**config.mk**
```make
export PLATFORM = sky130hd
export DESIGN_NAME = wsi_front
export DESIGN_NICKNAME = d
export VERILOG_FILES = /design/src/sv/wsi_pkg.sv /design/src/sv/wsi_fifo.sv /design/src/sv/wsi_front.sv
export SDC_FILE = /design/constraint.sdc
export NUM_CORES = 1
export LEC_CHECK = 0
export ABC_AREA = 1
export ABC_CLOCK_PERIOD_IN_PS = 3820
export BUFFER_PORTS_ARGS = -buffer_cell sky130_fd_sc_hd__buf_2
export CAP_MARGIN = 5
export CELL_PAD_IN_SITES_DETAIL_PLACEMENT = 1
export CELL_PAD_IN_SITES_GLOBAL_PLACEMENT = 2
export CORE_ASPECT_RATIO = 1.2
export CORE_UTILIZATION = 39
export CTS_BUF_LIST = sky130_fd_sc_hd__clkbuf_4 sky130_fd_sc_hd__clkbuf_8 sky130_fd_sc_hd__clkbuf_16
export DETAILED_ROUTE_END_ITERATION = 10
export PLACE_DENSITY_LB_ADDON = 0.2
export SYNTH_ARGS = -nofsm -noshare
export SYNTH_HDL_FRONTEND = slang
export SYNTH_HIERARCHICAL = 1
export SYNTH_SLANG_ARGS = --single-unit
```
**constraint.sdc**
```tcl
create_clock -name clk -period 3.82 [get_ports clk]
set_clock_uncertainty 0.1 [all_clocks]
set_input_delay 0.764 -clock clk [delete_from_list [all_inputs] [get_ports clk]]
set_output_delay 0.764 -clock clk [all_outputs]
set_load 0.02 [all_outputs]
```
**src/sv/wsi_pkg.sv**
```systemverilog
`default_nettype none
// ----------------------------------------------------------------------------
// wsi_pkg
// Shared types and fixed-point constants for the Wilson score interval block.
// ----------------------------------------------------------------------------
package wsi_pkg;

	localparam int COUNT_BITS = 16;
	localparam int FRAC_BITS  = 16;
	localparam int GUARD      = 17;
	localparam int Z_BITS     = 16;
	localparam int OUT_BITS   = FRAC_BITS + 1;

	localparam int S_BITS     = 2 * Z_BITS;
	localparam int KK_BITS    = 2 * COUNT_BITS;
	localparam int P_BITS     = S_BITS + KK_BITS;
	localparam int CD_SHIFT   = 29;
	localparam int V_SHIFT    = 30;
	localparam int VNUM_BITS  = P_BITS + V_SHIFT;
	localparam int VQ_BITS    = 76;
	localparam int V_BITS     = VQ_BITS + 1;
	localparam int SQ_ARG_BITS = 112;
	localparam int W_BITS     = SQ_ARG_BITS / 2;
	localparam int CD_BITS    = 46;
	localparam int CG_BITS    = CD_BITS + GUARD;
	localparam int BNUM_BITS  = CG_BITS + 2;
	localparam int BDEN_BITS  = CD_BITS + 1;
	localparam int Q_BITS     = FRAC_BITS + 2;
	localparam int PNUM_BITS  = COUNT_BITS + FRAC_BITS + 2;
	localparam int PDEN_BITS  = COUNT_BITS + 1;
	localparam int FIFO_DEPTH = 4;

	localparam logic [Z_BITS-1:0]   Z_RESET = 16'd32113;
	localparam logic [S_BITS-1:0]   S_RESET = S_BITS'(64'(Z_RESET) * 64'(Z_RESET));
	localparam logic [OUT_BITS-1:0] ONE     = OUT_BITS'(1) << FRAC_BITS;

	typedef enum logic [1:0] {
		ERR_OK          = 2'd0,
		ERR_ZERO_TRIALS = 2'd1,
		ERR_EXCESS      = 2'd2
	} err_t;

	typedef struct packed {
		logic [15:0] successes;
		logic [15:0] trials;
	} item_t;

	typedef struct packed {
		logic [OUT_BITS-1:0] proportion;
		logic [OUT_BITS-1:0] lower_bound;
		logic [OUT_BITS-1:0] upper_bound;
		err_t                error_code;
	} result_t;

	typedef struct packed {
		logic [COUNT_BITS-1:0] k;
		logic [COUNT_BITS-1:0] n;
		err_t                  err;
	} entry_t;

endpackage
`default_nettype wire

```
**src/sv/wsi_fifo.sv**
```systemverilog
`default_nettype none
// ----------------------------------------------------------------------------
// wsi_fifo
// Small flop-based queue between the classifying front and the arithmetic back.
// ----------------------------------------------------------------------------
module wsi_fifo #(
	parameter int WIDTH = 34,
	parameter int DEPTH = 4
)(
	input  logic             clk,
	input  logic             arst_n,
	input  logic             wr_valid,
	output logic             full,
	input  logic [WIDTH-1:0] wr_data,
	output logic             rd_valid,
	input  logic             rd_take,
	output logic [WIDTH-1:0] rd_data
);
	localparam int PTR_W = $clog2(DEPTH);

	logic [WIDTH-1:0] mem_q [DEPTH];
	logic [PTR_W-1:0] wr_ptr_q;
	logic [PTR_W-1:0] rd_ptr_q;
	logic [PTR_W:0]   count_q;
	logic             push;
	logic             pop;

	assign full     = count_q == (PTR_W+1)'(DEPTH);
	assign rd_valid = count_q != '0;
	assign push     = wr_valid && !full;
	assign pop      = rd_take && rd_valid;
	assign rd_data  = mem_q[rd_ptr_q];

	always_ff @(posedge clk) begin
		if (push) begin
			mem_q[wr_ptr_q] <= wr_data;
		end
	end

	always_ff @(posedge clk or negedge arst_n) begin
		if (!arst_n) begin
			wr_ptr_q <= '0;
			rd_ptr_q <= '0;
			count_q  <= '0;
		end else begin
			if (push) begin
				wr_ptr_q <= wr_ptr_q + PTR_W'(1);
			end
			if (pop) begin
				rd_ptr_q <= rd_ptr_q + PTR_W'(1);
			end
			unique case ({push, pop})
				2'b10:   count_q <= count_q + (PTR_W+1)'(1);
				2'b01:   count_q <= count_q - (PTR_W+1)'(1);
				default: count_q <= count_q;
			endcase
		end
	end

	a_count_bound: assert property (@(posedge clk) disable iff (!arst_n)
		count_q <= (PTR_W+1)'(DEPTH))
		else $error("queue count beyond depth");

	a_no_pop_empty: assert property (@(posedge clk) disable iff (!arst_n)
		rd_take |-> rd_valid)
		else $error("take from empty queue");

endmodule
`default_nettype wire

```
**src/sv/wsi_front.sv**
```systemverilog
`default_nettype none
// ----------------------------------------------------------------------------
// wsi_front
// Accepts count pairs, classifies the error cases and queues them; also holds
// the squared z register.
// ----------------------------------------------------------------------------
module wsi_front
	import wsi_pkg::*;
(
	input  logic              clk,
	input  logic              arst_n,
	input  logic              item_valid,
	output logic              item_stall,
	input  item_t             item,
	input  logic              z_score_we,
	input  logic [Z_BITS-1:0] z_score_wdata,
	output logic [S_BITS-1:0] z_sq,
	output logic              entry_valid,
	input  logic              entry_pop,
	output entry_t            entry
);
	logic [S_BITS-1:0] z_sq_q;
	logic [S_BITS-1:0] z_sq_next;
	entry_t            cls;
	logic [$bits(entry_t)-1:0] rd_bits;

	assign z_sq_next = z_score_wdata * z_score_wdata;
	assign z_sq      = z_sq_q;

	always_ff @(posedge clk or negedge arst_n) begin
		if (!arst_n) begin
			z_sq_q <= S_RESET;
		end else if (z_score_we) begin
			z_sq_q <= z_sq_next;
		end
	end

	always_comb begin
		cls.k = item.successes[COUNT_BITS-1:0];
		cls.n = item.trials[COUNT_BITS-1:0];
		priority if (cls.n == '0) begin
			cls.err = ERR_ZERO_TRIALS;
		end else if (cls.k > cls.n) begin
			cls.err = ERR_EXCESS;
		end else begin
			cls.err = ERR_OK;
		end
	end

	wsi_fifo #(
		.WIDTH ($bits(entry_t)),
		.DEPTH (FIFO_DEPTH)
	) u_fifo (
		.clk      (clk),
		.arst_n   (arst_n),
		.wr_valid (item_valid),
		.full     (item_stall),
		.wr_data  (cls),
		.rd_valid (entry_valid),
		.rd_take  (entry_pop),
		.rd_data  (rd_bits)
	);

	assign entry = entry_t'(rd_bits);

endmodule
`default_nettype wire

```
==> metrics, run 1 <==
sequential share of the synthesized area 0.323; CP Data Required Time 4.11 ns; # nets final ~2400; Yosys warnings 6; cell taking the most area after synthesis edfxtp_1; Worst-Skew Late Latency 0.43 ns; CTS buffer count 17; Antenna Violating Nets Remaining 0; initial antenna violation count 3; post-synthesis adder-cell area fraction 0.306; Tmin final 5.24 ns; MaxCap Viol Count 0; Hold WS 0.368 ns; run status finished, violations left; die area 0.0410 sq mm; max incr delay on CP 0.51 ns; Vias 12100; Setup crit end kind register; post-synthesis simple-gate area fraction 0.164; Critical Path Start Type primary input; Synth Area in Compound Gates 0.0521; Synth-to-Final Area Change 26.1%; share of layout cells above drive strength 1 0.280; Via density 4.72; Final period util 1.37; crit-path leading delay family adder cells; WS Path Type in2reg; clock buffer depth 2; Initial Util 0.395; final hold violation count 0; most frequent CP cell fa_1; syn avg cell area around 9 sq um; DR WL/cell 16.8 microns; vias in the first global route 13800; Post-Syn Area ~0.016 sq mm; hpwl dp 34400 microns; hold crit path type reg2reg; clk slew on worst S/H paths ~0.08 ns; DRC viols 0; total gr overflow 0; CP max stage cell fa_1; worst setup margin -1.42 ns; Crit Path Max Fanout 5; largest cells by area after synthesis edfxtp_1 26%, fa_1 21%, nand2_1 12%, inv_1 12%, ha_1 9.7%; CTS tree built; Post-Synth XOR/XNOR Area 0.0129; setup violators final 26; Max-slew headroom 0.261; RSZ-0062 raised after global routing yes; fmax 0.191 GHz; CP Buf/Inv Count 9; area fraction of the dominant cell type after synthesis 0.261; CORE AREA 0.0396 sq mm; chip width 185 microns; GP Congestion between 0.8 and 0.9; chip height between 200 and 250 microns; mux share of post-synthesis cell area 0; Least-Margin Pin Slew 1.11 ns; Iteration-0 DRC Markers 365; CTS sink cnt 174; failing checks setup timing; largest net degree at the start of global routing 77; Post-Syn Nets 2114; 1st-pass router iterations 4; post-synthesis sequential element count 174; Worst EP arrival 5.52 ns; I/O Pins 121; final WL 43100 microns; # port buffers 119; H-tree level count 4; fin. max-slew vios 0; Cells after Synth 1776; first-pass GRT wire length 70300 microns; Synth cell types 39; largest family of logic cells by synthesized area adder cells; CTS Root Buffer Type clkbuf_16; Core Rows 80; gr usage total 0.226
-- logic make-up (layout without fill, tap and decap cells) --
family,count (synthesis),in the layout
AOI/OAI and AO/OA,123,123
xor gates and xnor gates,23,23
adders and majority gates,285,285
buffers and inverters,547,803
DFF,174,174
other,1,2
and+or+nand+nor,623,623
-- stage by stage --
stage / setup WS [ns] / instance area [sq um] / util / setup TNS, ns / std cells
final: -1.42 / 19700 / 0.498 / -31.64 / 2566
after floorplan: -1.60 / 16200 / - / -35.41 / 1776
after CTS: -1.48 / 19400 / 0.490 / -32.53 / 2561
after global routing: -1.61 / 19700 / 0.498 / -36.33 / 2565
after global placement: -2.09 / 18100 / 0.458 / -48.64 / 2521
after detailed placement: -2.19 / 18100 / 0.458 / -50.25 / 2521
-- registers in the layout, summed over array words and instances, names as in the netlist --
signal and flops:
u_fifo/count_q 3, u_fifo/mem_q 136, u_fifo/rd_ptr_q 2, u_fifo/wr_ptr_q 2
z_sq 31
-- metal layers --
layer  share of wire  GRT usage  up-vias
met1            0.36      0.226     6015
met5         0.00042          0        -
li1                -          -     5854
met4           0.027     0.0712        4
met2            0.59      0.461      168
met3           0.026     0.0319       65
-- final timing paths --
| kind | startpoint | endpoint | slack, ns | cells after the start |
|---|---|---|---|---|
| max | z_score_wdata[10] | z_sq[29] | -1.42 | 25 |
| min | z_sq[29] | z_sq[29] | 0.37 | 2 |
| max reg2reg | u_fifo/count_q[0] | u_fifo/count_q[2] | 1.50 | 10 |
| min reg2reg | z_sq[29] | z_sq[29] | 0.37 | 2 |
| max in group asynchronous | arst_n | z_sq[25] | 2.66 | 1 |
| min in group asynchronous | arst_n | u_fifo/rd_ptr_q[0] | 0.38 | 1 |
-- timing repair --
item / CTS / global route
gates resized for setup: 167 / 85
hold endpoints to repair: 0 / 0
pin swaps: 92 / 72
endpoints found under the setup margin: 26 / 26
setup buffers: 9 / 6
hold buffers: 0 / 0
-- synthesized netlist by cell type --
cell      number
nand2_1      494
ha_1         122
xor2_1         6
a21oi_1       26
nor4_1         2
nand3_1       44
inv_2          3
nor3_1         2
nor2_4         2
nand3b_1       4
o21ai_0       10
edfxtp_1     136
dfstp_2       19
buf_4          4
or2_2          1
o21a_1         1
nand4_1        9
a21o_1         1
fa_1         163
nor2_2         6
xnor2_1       17
nand3b_4       4
clkbuf_1      31
inv_1        487
o21ai_1        6
buf_6         10
clkbuf_4       1
o211ai_1      69
a31o_2         1
clkbuf_8       7
o21bai_1       4
nor2_1        48
conb_1         1
a31oi_1        4
buf_2          4
a22o_1         1
nand2_2        2
nand3_2        5
dfrtp_1       19
-- layout by cell type (no fill, tap or decap), types with 11 or more instances in the layout --
cell type  count
inv_2         32
edfxtp_1     136
ha_4          20
o211ai_1      69
buf_6         19
nand3_1       27
nand2_2       62
inv_1        453
fa_1         157
clkbuf_16     17
nand2_1      400
dfrtp_1       19
nor2_1        32
buf_2        104
buf_4        140
buf_12        11
ha_1          98
dfstp_2       19
a21oi_1       16
nand2_4       33
nand3_2       21
nor2_4        18
-- worst register-to-register path, stage by stage (launching register included) --
cell and delay [ns]:
dfrtp_1 0.39, inv_1 0.12, nand3_1 0.16, nand2_1 0.43
ha_1 0.26, inv_1 0.07, fa_1 0.38, nand2_1 0.11
nand3_1 0.08, nand2_1 0.06, nand2_1 0.05
-- cell type report --
class / instances / area (sq um)
inverters: 490 / 1850
multi-input cells: 1055 / 9450
diodes: 1 / 2.50
clock inverters: 14 / 163
fillers: 4638 / 19900
well taps: 533 / 667
flip-flops and latches: 174 / 5060
clock buffers: 17 / 425
repair buffers: 282 / 2130
Power of run 1 is not shown: default switching activity piles up to over one toggle a cycle in this logic, so the estimate is an artifact.
==> run 2: changes to the inputs <==
--- a/config.mk
+++ b/config.mk
@@ -5,7 +5,6 @@
 export SDC_FILE = /design/constraint.sdc
 export NUM_CORES = 1
 export LEC_CHECK = 0
-export ABC_AREA = 1
 export ABC_CLOCK_PERIOD_IN_PS = 3820
 export BUFFER_PORTS_ARGS = -buffer_cell sky130_fd_sc_hd__buf_2
 export CAP_MARGIN = 5
==> run 2 against run 1 <==
Compared with the run above:
- via count shrank 15%
- register-to-register slack gained 0.23 ns
- final area shrank 2.1%
- the run still ends with setup timing left
- critical path depth shrank 3
==> metrics, run 2 <==
run status finished, violations left; failing checks setup timing; post-synthesis simple-gate area fraction 0.0794 (-0.0848); Non-Filler Instances 2074 (-19%); Core Rows 77 (-3.8%); clk slew on worst S/H paths 0.07 ns (about the same); number of flops mapped to enable cells by yosys 136 (unchanged); Vias 10300 (-15%); Tmin final 5.65 ns (+0.417 ns); DR WL/cell 19.3 microns (+15%); final core occ 0.524 (+0.0256); chip width 179 microns (-3.3%); 1st-pass router iterations 4 (unchanged); most frequent cells in the layout 242 x inv_1, 197 x buf_4, 153 x fa_1, 136 x edfxtp_1, 103 x buf_2; final hold violation count 0 (unchanged); Post-Syn Area 0.0146 sq mm (-6.6%); Worst-Skew Late Latency 0.43 ns (about the same); met2 WL 21300 microns (-16%); I/O Pins 121 (unchanged); # nets final 1924 (-18%); die area 0.0383 sq mm (-6.6%); Async SR Flop Fraction 0.218 (unchanged); fin. max-slew vios 0 (unchanged); DP Cell Count 2001 (-21%); area fraction of the dominant cell type after synthesis 0.279 (+0.0185); DRC viols 0 (unchanged); most common cell after layout, fill and taps aside inv_1; hpwl dp 31100 microns (-9.5%); fmax 0.177 GHz (-7.4%); Synth cell types 73 (+87%); Largest Register u_fifo/mem_q; Yosys warnings 6 (unchanged); chip height 214 microns (-3.3%); GP Congestion 0.798 (-1.4%); Worst EP arrival 5.87 ns (+0.35 ns); R2R Path Start u_fifo/count_q[0]; largest family of logic cells by synthesized area adder cells; M1 WL 16100 microns (+3.4%); total gr overflow 0 (unchanged); CORE AREA 0.0369 sq mm (-6.9%); largest cells by area after synthesis edfxtp_1 28%, fa_1 22%, ha_1 10%, inv_1 7.1%, mux4_2 4.3%; Synth Area in Compound Gates 0.0676 (+0.0155); Primary FF master, synth edfxtp_1; r2r endpoint u_fifo/count_q[2]; FILL cells 3886 (-16%); Cells after Synth 1256 (-29%); Antenna Violating Nets Remaining 0 (unchanged); CTS Root Buffer Type clkbuf_16; top-count cell post-synth inv_1; CTS tree built; first-pass GRT wire length 64000 microns (-9.0%); Post-Syn Nets 1594 (-25%); clock buffer depth 2 (unchanged); WS Path Type in2reg; Max Used Layer met4; post-synthesis sequential element count 174 (unchanged); Synth-to-Final Area Change 32.1%; final WL 40000 microns (-7.3%); Crit Path Max Fanout 8 (+3); Least-Margin Pin Slew 0.825 ns (-0.282 ns); Final period util 1.48 (+0.109); Reg2Reg Depth 9 (-1); H-tree level count 4 (unchanged); Critical path origin z_score_wdata[2]; CP Data Required Time 4.04 ns (-0.07 ns); initial antenna violation count 1 (-2); # port buffers 119 (unchanged); sequential share of the synthesized area 0.346 (+0.0229); setup violators final 26 (unchanged); syn avg cell area 11.6 sq um (+32%); Post-Synth XOR/XNOR Area 0.0192 (+0.00630); gr usage total 0.219 (-0.00629); R2R Setup Slk 1.73 ns (+0.23 ns); post-synthesis adder-cell area fraction 0.327 (+0.0217); mux share of post-synthesis cell area 0.0720 (+0.0720); RSZ-0062 raised after global routing yes; CTS sink cnt 174 (unchanged); cell taking the most area after synthesis edfxtp_1; Critical Path Start Type primary input; share of layout cells above drive strength 1 0.395 (+0.115); area of the multi-input gates 0.00929 sq mm (-1.7%); largest net degree at the start of global routing 40 (-48%); Initial Util 0.396 (+0.00119); CTS buffer count 17 (unchanged); vias in the first global route 11800 (-15%); MaxCap Viol Count 0 (unchanged); worst setup margin -1.83 ns (-0.417 ns); hold crit path type in2async; Met3 Wirelength 1740 microns (+55%); Setup crit end kind register; Via density 4.99 (+5.7%); synth cell count leaders 277 x inv_1, 163 x fa_1, 136 x edfxtp_1; Hold WS 0.184 ns (-0.184 ns); Largest register FFs 136 (unchanged); sequential cell area 0.00506 sq mm (about the same); Max-slew headroom 0.450 (+0.188); Post-CTS Hold Buffers 0 (unchanged); Iteration-0 DRC Markers 304 (-17%)
## run 2: repair_timing
| action | CTS | global route |
|---|---|---|
| resized for setup | 196 | 83 |
| setup endpoints to repair | 26 | 26 |
| buffers inserted | 29 | 13 |
| gates cloned | 1 | 0 |
| pin swaps | 102 | 53 |
## run 2: final cells by class
class | count | area share
timing repair buffer | 358 | 0.143
antenna | 1 | 0.000129
multi-input combinational | 758 | 0.481
sequential | 174 | 0.262
inverter | 277 | 0.0538
clock buffer | 17 | 0.0220
tap | 474 | 0.0307
clock inverter | 15 | 0.00751
## run 2: kinds of logic after synthesis
family                   Yosys count
AO/OA/AOI/OAI                    141
other                              1
adder cells (fa/ha/maj)          285
flip-flops                       174
AND/OR/NAND/NOR                  241
buffers and inverters            324
multiplexers                      58
XOR/XNOR                          32
## run 2: worst max path at each step
stage / endpoint / cells after the start
3_5_place_dp: z_sq[22] / 21
4_1_cts: z_sq[30] / 22
3_3_place_gp: z_sq[30] / 21
5_1_grt: z_sq[24] / 22
6_report: z_sq[22] / 22
2_1_floorplan: z_sq[27] / 20
## run 2: per-layer routing
layer,vias up,global-route usage
met5,-,0
met4,0,0.0602
met3,49,0.0399
met2,182,0.395
met1,5310,0.263
li1,4798,-
## run 2: critical path, cell delays in order
cell	delay [ns]
buf_8	0.10
buf_12	0.13
nand2_4	0.06
inv_2	0.03
fa_1	0.51
inv_2	0.04
fa_1	0.55
inv_2	0.04
fa_2	0.54
fa_1	0.42
fa_1	0.51
inv_2	0.04
fa_1	0.49
inv_2	0.05
ha_4	0.28
nand4_1	0.15
buf_4	0.19
nor3_4	0.17
a2bb2oi_4	0.13
a211oi_4	0.32
mux2i_1	0.22
o311ai_1	0.13
## run 2: stage by stage
step	setup WS (ns)	setup TNS, ns	cell area [sq um]
2_1_floorplan	-2.05	-43.62	15000
3_3_place_gp	-2.44	-55.28	17300
3_5_place_dp	-2.57	-56.67	17300
4_1_cts	-1.84	-39.63	18900
5_1_grt	-2.04	-43.57	19300
6_report	-1.83	-39.14	19300
Power of run 2 is left out for the same reason.
==> run 3: changes to the inputs <==
--- a/config.mk
+++ b/config.mk
@@ -15,6 +15,8 @@
 export CTS_BUF_LIST = sky130_fd_sc_hd__clkbuf_4 sky130_fd_sc_hd__clkbuf_8 sky130_fd_sc_hd__clkbuf_16
 export DETAILED_ROUTE_END_ITERATION = 10
 export PLACE_DENSITY_LB_ADDON = 0.2
+export RECOVER_POWER = 25
+export SLEW_MARGIN = 30
 export SYNTH_ARGS = -nofsm -noshare
 export SYNTH_HDL_FRONTEND = slang
 export SYNTH_HIERARCHICAL = 1
==> run 3 against run 2 <==
Compared with the run above:
- the flow still finishes with violations (setup timing)
- utilization is 0.075 points lower
- non-clock buffer count did not move
- global-route usage did not move
- register-to-register slack about the same
- critical path depth unchanged
- setup slack hardly changed
- critical endpoint unchanged
- largest cell class unchanged
==> metrics, run 3 (synthesis gave the netlist of run 2 again) <==
run status finished, violations left; failing checks setup timing; final hold violation count 0 (unchanged); FILL cells 3896 (+0.26%); CTS sink cnt 174 (unchanged); DR WL/cell 19.3 microns (about the same); Critical Path Start Type primary input; DRC viols 0 (unchanged); Via density 4.98 (about the same); worst path cell trace buf_8 > buf_12 > nand2_4 > inv_2 > fa_1 > inv_2 > fa_1 > inv_2 > fa_2 > fa_1 > fa_1 > inv_2 > fa_1 > inv_2 > ha_4 > nand4_1 > buf_4 > nor3_4 > a2bb2oi_4 > a211oi_4 > mux2i_1 > o311ai_1; chip height 214 microns (unchanged); placed cell area 0.0173 sq mm (unchanged); WS Path Type in2reg; Initial Util 0.396 (unchanged); Iteration-0 DRC Markers 296 (-2.6%); Antenna Violating Nets Remaining 0 (unchanged); Worst-Skew Late Latency 0.43 ns (about the same); Crit Path Max Fanout 8 (unchanged); crit path to z_sq[22]; Final period util 1.48 (about the same); Reg2Reg Depth 9 (unchanged); I/O Pins 121 (unchanged); Max-slew headroom 0.243 (-0.206); sequential cell area 0.00506 sq mm (unchanged); vias in the first global route 11800 (unchanged); Synth-to-Final Area Change 32.0%; first-pass GRT wire length 64000 microns (unchanged); Final Instance Area 0.0193 sq mm (-0.14%); CP max stage cell fa_1; die area 0.0383 sq mm (unchanged); Least-Margin Pin Slew 1.14 ns (+0.310 ns); Hold Path Depth 2; dpl ws -2.57 ns (unchanged); Non-Filler Instances 2074 (unchanged); H-tree level count 4 (unchanged); hold crit path type reg2reg; Worst EP arrival 5.88 ns (about the same); gr usage total 0.219 (unchanged); chip width 179 microns (unchanged); most frequent cells in the layout 242 x inv_1, 197 x buf_4, 153 x fa_1, 136 x edfxtp_1, 98 x ha_1; Post-CTS Hold Buffers 0 (unchanged); CP Buf/Inv Count 8 (unchanged); worst setup margin -1.83 ns (-0.000160 ns); CORE AREA 0.0369 sq mm (unchanged); Largest register FFs 136 (unchanged); most common cell after layout, fill and taps aside inv_1; initial antenna violation count 1 (unchanged); WP depth 22 (unchanged); CP Data Required Time 4.04 ns (about the same); Tmin final 5.65 ns (+0.000160 ns); Core Rows 77 (unchanged); hpwl dp 31100 microns (unchanged); clock buffer depth 2 (unchanged); Setup crit end kind register; r2r endpoint u_fifo/count_q[2]; final WL 40000 microns (about the same); R2R Path Start u_fifo/count_q[0]; DP Cell Count 2001 (unchanged); MaxCap Viol Count 0 (unchanged); clk slew on worst S/H paths 0.07 ns (about the same); area of the multi-input gates 0.00929 sq mm (unchanged); Hold WS 0.379 ns (+0.195 ns); share of layout cells above drive strength 1 0.381 (-0.0138); largest net degree at the start of global routing 40 (unchanged); CTS Root Buffer Type clkbuf_16; R2R Setup Slk 1.73 ns (about the same); setup violators final 26 (unchanged); CTS buffer count 17 (unchanged); max incr delay on CP 0.55 ns (about the same); RSZ-0062 raised after global routing yes; Vias 10300 (-0.058%); # port buffers 119 (unchanged); CTS tree built; Critical path origin z_score_wdata[2]; GP Congestion 0.798 (unchanged); crit-path leading delay family adder cells; fmax 0.177 GHz (about the same); # nets final 1924 (unchanged); Largest Register u_fifo/mem_q; total gr overflow 0 (unchanged); fin. max-slew vios 0 (unchanged); 1st-pass router iterations 4 (unchanged)
run 3: cell types whose count changed in the layout (fill, tap and decap cells not counted):
cell / change
clkbuf_1: +22
buf_2: -22
run 3: final cells by class:
class,instances,share of cell area
antenna,1,0.000130
clock buffer,17,0.0220
clock inverter,15,0.00752
inverter,277,0.0539
multi-input combinational,758,0.481
sequential,174,0.262
tap,474,0.0307
timing repair buffer,358,0.142
run 3: per-layer routing:
metal | global-route usage | vias up | part of all wire
met2 | 0.395 | 180 | 0.53
li1 | - | 4803 | -
met4 | 0.0602 | 0 | 0.021
met1 | 0.263 | 5303 | 0.40
met3 | 0.0399 | 47 | 0.042
met5 | 0 | - | 0
run 3: worst min path at each step:
| stage | start | end |
|---|---|---|
| CTS | arst_n | z_sq[4] |
| global route | z_sq[6] | z_sq[6] |
| finish | z_sq[9] | z_sq[9] |
| global placement | z_sq[9] | z_sq[9] |
| detailed placement | z_sq[9] | z_sq[9] |
| floorplan | arst_n | u_fifo/count_q[0] |
run 3: worst register-to-register path, stage by stage, from the launching register on:
cell,delay [ns]
dfrtp_1,0.43
nor3b_2,0.27
nor2b_2,0.12
inv_1,0.08
ha_1,0.18
inv_1,0.06
fa_1,0.37
xor2_1,0.15
nor2_1,0.12
xor2_1,0.15
run 3: timing repair:
action / in CTS / in global routing
buffers inserted: 29 / 13
gates resized for setup: 196 / 83
gates cloned: 1 / 0
endpoints found under the setup margin: 26 / 26
pin swaps: 102 / 53
hold endpoints to repair: 0 / 0
run 3: per-stage QoR:
step / utilization / setup TNS (ns)
global route: 0.523 / -43.57
CTS: 0.511 / -39.63
finish: 0.523 / -39.14
detailed placement: 0.468 / -56.67
global placement: 0.468 / -55.28
floorplan: - / -43.62
Power of run 3 is left out for the same reason.
